`src/hw/rtl/cpd_pkg.sv`:
```
// Shared constants, the arctangent table and helpers for the cylindrical point delta block.
`timescale 1ns / 1ps
package cpd_pkg;

   localparam int CORDIC_STEPS_DEF  = 16;
   localparam int COORD_BITS_DEF    = 24;
   localparam int FRACTION_BITS_DEF = 16;

   localparam int GUARD_BITS = 4;
   localparam int TABLE_LEN  = 24;

   localparam int RADIUS_BITS = 25;
   localparam int ANGLE_BITS  = 19;
   localparam int HEIGHT_BITS = 25;

   localparam logic [63:0] INV_GAIN_Q32 = 64'd2608131496;
   localparam logic [63:0] PI_Q32       = 64'd13493037705;
   localparam logic [63:0] HALF_PI_Q32  = 64'd6746518852;

   localparam logic signed [RADIUS_BITS-1:0] WIDE_MAX = 25'sd16777215;
   localparam logic signed [RADIUS_BITS-1:0] WIDE_MIN = -25'sd16777216;

   // Entry i holds round(atan(2^-i) * 2^32).
   function automatic logic [63:0] atan_q32(input int idx);
      logic [63:0] t;
      begin
         case (idx)
            0: t = 64'd3373259426;
            1: t = 64'd1991351318;
            2: t = 64'd1052175346;
            3: t = 64'd534100635;
            4: t = 64'd268086748;
            5: t = 64'd134174063;
            6: t = 64'd67103403;
            7: t = 64'd33553749;
            8: t = 64'd16777131;
            9: t = 64'd8388597;
            10: t = 64'd4194303;
            11: t = 64'd2097152;
            12: t = 64'd1048576;
            13: t = 64'd524288;
            14: t = 64'd262144;
            15: t = 64'd131072;
            16: t = 64'd65536;
            17: t = 64'd32768;
            18: t = 64'd16384;
            19: t = 64'd8192;
            20: t = 64'd4096;
            21: t = 64'd2048;
            22: t = 64'd1024;
            default: t = 64'd512;
         endcase
         return t;
      end
   endfunction

   // Rounds a Q32 angle to the given number of fraction bits, half up.
   function automatic logic [63:0] from_q32(input logic [63:0] t, input int frac);
      begin
         return (t + (64'd1 << (31 - frac))) >> (32 - frac);
      end
   endfunction

endpackage

```
`src/hw/rtl/cpd_polar.sv`:
```
// CORDIC vectoring pipeline that turns one Cartesian point into radius and angle.
`timescale 1ns / 1ps
module cpd_polar #(
   parameter int CORDIC_STEPS  = cpd_pkg::CORDIC_STEPS_DEF,
   parameter int COORD_BITS    = cpd_pkg::COORD_BITS_DEF,
   parameter int FRACTION_BITS = cpd_pkg::FRACTION_BITS_DEF,
   parameter int WORK_BITS     = COORD_BITS + cpd_pkg::GUARD_BITS + 3,
   parameter int ACC_BITS      = FRACTION_BITS + cpd_pkg::GUARD_BITS + 4
) (
   input  logic                        clock,
   input  logic                        advance,
   input  logic signed [COORD_BITS-1:0] pt_x,
   input  logic signed [COORD_BITS-1:0] pt_y,
   output logic signed [WORK_BITS-1:0] rot_x,
   output logic signed [ACC_BITS-1:0]  rot_z
);
   import cpd_pkg::*;

   localparam int ANG_FRAC = FRACTION_BITS + GUARD_BITS;
   localparam int STEPS    = (CORDIC_STEPS < TABLE_LEN) ? CORDIC_STEPS : TABLE_LEN;
   localparam logic signed [ACC_BITS-1:0] HALF_PI_A =
      ACC_BITS'(from_q32(HALF_PI_Q32, ANG_FRAC));
   localparam logic signed [ACC_BITS-1:0] PI_A = ACC_BITS'(from_q32(PI_Q32, ANG_FRAC));

   logic signed [WORK_BITS-1:0] x_ff [STEPS+1];
   logic signed [WORK_BITS-1:0] y_ff [STEPS+1];
   logic signed [ACC_BITS-1:0]  z_ff [STEPS+1];
   logic [1:0]                  axis_ff [STEPS+1]; // bit0: on x axis, bit1: negative x

   logic signed [WORK_BITS-1:0] gx, gy;
   logic signed [WORK_BITS-1:0] x0_in, y0_in;
   logic signed [ACC_BITS-1:0]  z0_in;

   // Quadrant pre-rotation into the right half plane.
   always_comb begin
      gx = WORK_BITS'(pt_x) <<< GUARD_BITS;
      gy = WORK_BITS'(pt_y) <<< GUARD_BITS;
      x0_in = gx;
      y0_in = gy;
      z0_in = '0;
      if (gx < 0) begin
         if (gy >= 0) begin
            x0_in = gy;
            y0_in = -gx;
            z0_in = HALF_PI_A;
         end else begin
            x0_in = -gy;
            y0_in = gx;
            z0_in = -HALF_PI_A;
         end
      end
   end

   always_ff @(posedge clock) begin
      if (advance) begin
         x_ff[0]    <= x0_in;
         y_ff[0]    <= y0_in;
         z_ff[0]    <= z0_in;
         axis_ff[0] <= {pt_x < 0, pt_y == '0};
      end
   end

   // One micro-rotation per stage.
   for (genvar i = 0; i < STEPS; i++) begin : g_step
      localparam logic signed [ACC_BITS-1:0] STEP_A = ACC_BITS'(from_q32(atan_q32(i), ANG_FRAC));
      always_ff @(posedge clock) begin
         if (advance) begin
            axis_ff[i+1] <= axis_ff[i];
            if (y_ff[i] >= 0) begin
               x_ff[i+1] <= x_ff[i] + (y_ff[i] >>> i);
               y_ff[i+1] <= y_ff[i] - (x_ff[i] >>> i);
               z_ff[i+1] <= z_ff[i] + STEP_A;
            end else begin
               x_ff[i+1] <= x_ff[i] - (y_ff[i] >>> i);
               y_ff[i+1] <= y_ff[i] + (x_ff[i] >>> i);
               z_ff[i+1] <= z_ff[i] - STEP_A;
            end
         end
      end
   end

   // Points on the x axis take an exact angle.
   always_comb begin
      rot_x = x_ff[STEPS];
      if (axis_ff[STEPS][0]) begin
         rot_z = axis_ff[STEPS][1] ? PI_A : '0;
      end else begin
         rot_z = z_ff[STEPS];
      end
   end

endmodule

```
`config.mk`:
```
export PLATFORM = sky130hd
export DESIGN_NAME = cpd_polar
export DESIGN_NICKNAME = d
export VERILOG_FILES = /design/src/hw/rtl/cpd_pkg.sv /design/src/hw/rtl/cpd_polar.sv
export SDC_FILE = /design/constraint.sdc
export NUM_CORES = 2
export LEC_CHECK = 0
export BUFFER_PORTS_ARGS = -buffer_cell sky130_fd_sc_hd__buf_4
export CORE_UTILIZATION = 30
export DETAILED_ROUTE_END_ITERATION = 8
export HOLD_SLACK_MARGIN = 0.03
export SLEW_MARGIN = 30
export SYNTH_ARGS = -nofsm -noshare
export SYNTH_HDL_FRONTEND = slang
export SYNTH_SLANG_ARGS = --single-unit
```
`constraint.sdc`:
```
create_clock -name clock -period 7.2 [get_ports clock]
set_input_delay 1.08 -clock clock [delete_from_list [all_inputs] [get_ports clock]]
set_output_delay 1.08 -clock clock [all_outputs]
set_load 0.05 [all_outputs]
```
==> flow_summary.ini <==
[logic_synthesis]
synth-edff-count = 1400
ys_warn_count = 0
synthCells = 11800
ys.flop_type = edfxtp_1
syn_area_sq_mm = 0.113
synthTopCellsByArea = edfxtp_1, ha_1, xnor2_1, a21oi_1, xor2_1
postSynthAreaPerCell_sq_um = 9.56
synth-seq-cells = 1400
yosysSeqAreaShare = 0.373
synth_cell_types = 99
synth.largest_area_cell = edfxtp_1
synth_top_area_frac = 0.373
postSynth.asyncResetShare = 0

[critical_path]
r2r_slack_ns = 0.76
cp-start-kind = flop
cp-endpoint = y_ff[3][29]
crit_fanout = 13
worstSetupPathType = flop to flop
rr_endpoint = y_ff[3][29]
cp_slowest_cell = edfxtp_1
crit_arrival_ns = 7.06
crit_required_ns = 7.82
worstReg2RegStart = y_ff[2][20]
rr_worst_depth = 26
path_buf_inv = 2
crit_family = simple AND/OR/NAND/NOR gates
crit_path_start = y_ff[2][20]
max_stage_delay_ns = 0.46
endpoint_kind = flop
worst-path-stages = 26

[clock_tree]
max-clock-path-buffers = 4
cts_num_sinks = 1400
cts_tree = done
post_cts_resized = 0
htree_levels = 4
cts_hold_buf = 0
clockRootBuffer = clkbuf_16
clk_latency_ns = 0.88
numCtsBuffers = 169
clk_pin_slew_ns = 0.06
postCtsSetupBuffers = 0

[sta]
rsz0062_at_grt = no
fin_crit_ns = 6.44
max-slew-margin-rel = 0.315
timing.setup.tns_ns = 0
setup_violations = 0
tightest_slew_ns = 1.02
finalHoldViolCount = 0
fin_skew_ns = 0.0776
fin_crit_sh = 0.895
max_freq_mhz = 155
maxSlewViolCount = 0

[global_routing]
grt_usage = 0.147
antenna_found_initial = 8
gr-usage-met2 = 0.269
grt-busiest-layer = met2
grt_pass1_vias = 82900
grt_start_max_net_pins = 177
use_met1 = 0.171
grtUsageMet3 = 0.0160
grt.overflow.total = 0
grt_pass1_wl_mm = 455

[floorplan]
coreArea_sq_mm = 0.373
top_level_ports = 105
dieArea_sq_mm = 0.378
die_y_microns = 615
rows = 224
initial_core_util = 0.302
die_w_microns = 615

[route]
ant_nets = 0
drtIter0Drc = 4946
drc_errors = 0
finalWirelength_mm = 288
drtPass1Iterations = 6
wl_per_cell_microns = 16.9
vias = 85600
via_per_inst = 5.04

[place]
place.gp.congestion = 0.919
dp_cells = 16700
port-buffer-count = 104
hpwlAfterDp_mm = 229

[finish]
syn_to_final_growth_pct = 11.0
finalNetCount = 13100
fin_cells = 17000
drive_gt1_frac = 0.0455

[run_status]
status = completed

[flow_run]
drv_cap = 0

[hold_path]
hold_class = flop to flop
==> state kept, by name, summed over array words and instances, names as in the netlist <==
register,flops
z_ff,386
x_ff,513
y_ff,468
axis_ff,33
==> synthesized netlist by cell type, types with 130 or more instances <==
library cell,n
edfxtp_1,1400
a21oi_1,1190
ha_1,1164
xnor2_1,1144
nor2_1,1046
o21ai_0,696
nand2_1,677
inv_1,597
xor2_1,575
a21o_1,352
nor3_1,277
clkbuf_1,206
nand2b_1,202
o21a_1,184
nand3_1,170
o31ai_1,146
o21bai_1,136
nor2b_1,130
==> worst min-delay path by stage <==
stage	start	endpoint	slack [ns]	cells after the start
after global routing	z_ff[7][5]	z_ff[8][5]	0.37	0
after global placement	axis_ff[0][8]	axis_ff[0][10]	0.40	0
final	z_ff[7][5]	z_ff[8][5]	0.39	0
after CTS	axis_ff[0][11]	axis_ff[0][13]	0.39	0
after detailed placement	axis_ff[0][14]	axis_ff[1][0]	0.40	0
after floorplan	axis_ff[0][8]	axis_ff[0][10]	0.40	0
==> final cells by class <==
cell class / count / area (sq um)
diodes: 3 / 7.51
clock buffers: 195 / 4370
clock inverters: 100 / 1280
fillers: 37900 / 248000
inverters: 606 / 2280
multi-input cells: 9529 / 67500
flip-flops and latches: 1400 / 42000
well taps: 4972 / 6220
repair buffers: 181 / 1450
==> metal layers <==
layer,vias to the layer above,share of wire
met5,-,0
met4,0,0.046
met3,547,0.031
met2,1532,0.50
met1,40100,0.42
li1,43500,-
==> stage by stage <==
step	cell area (sq um)	worst slack [ns]	hold slack, ns	util
4_1_cts	125000	0.762	0.387	0.335
2_1_floorplan	113000	0.352	0.400	-
5_1_grt	125000	0.278	0.373	0.335
6_report	125000	0.758	0.389	0.335
3_3_place_gp	119000	0.662	0.401	0.320
3_5_place_dp	119000	0.786	0.405	0.320
==> kinds of logic (layout without fill, tap and decap cells) <==
logic type / count (synthesis) / in the layout / share of synthesized area
compound gates: 3406 / 3406 / 0.189
xor+xnor: 1719 / 1719 / 0.134
fa+ha+maj: 1212 / 1212 / 0.137
buf+inv: 859 / 1082 / 0.0288
flops: 1400 / 1400 / 0.373
mux: 66 / 66 / 0.00614
other cells: 1 / 6 / 0.0000333
simple gates: 3123 / 3123 / 0.132
==> cell usage in the layout (no fill, tap or decap), types with 35 or more instances in the layout <==
master and instances:
o21bai_1 136, a31oi_1 88, and3_1 98, nor2_1 1046, nor2b_1 130, o21a_1 184
mux2i_1 41, or4_1 45, a211o_1 35, inv_1 596, nor4_1 104, nor3_1 277
a21o_1 352, o31ai_1 146, xor2_1 575, o21ai_0 696, a211oi_1 80, edfxtp_1 1400
o211ai_1 83, nand2_1 676, or2_2 46, o41ai_1 94, or3_1 89, fa_1 40
buf_4 174, ha_1 1164, and2_1 70, nand3_1 170, xnor2_1 1144, nand4_1 65
clkbuf_16 171, clkinv_1 37, nand2b_1 202, a21oi_1 1190
Power is not shown: default switching activity piles up to over one toggle a cycle in this logic, so the estimate is an artifact.
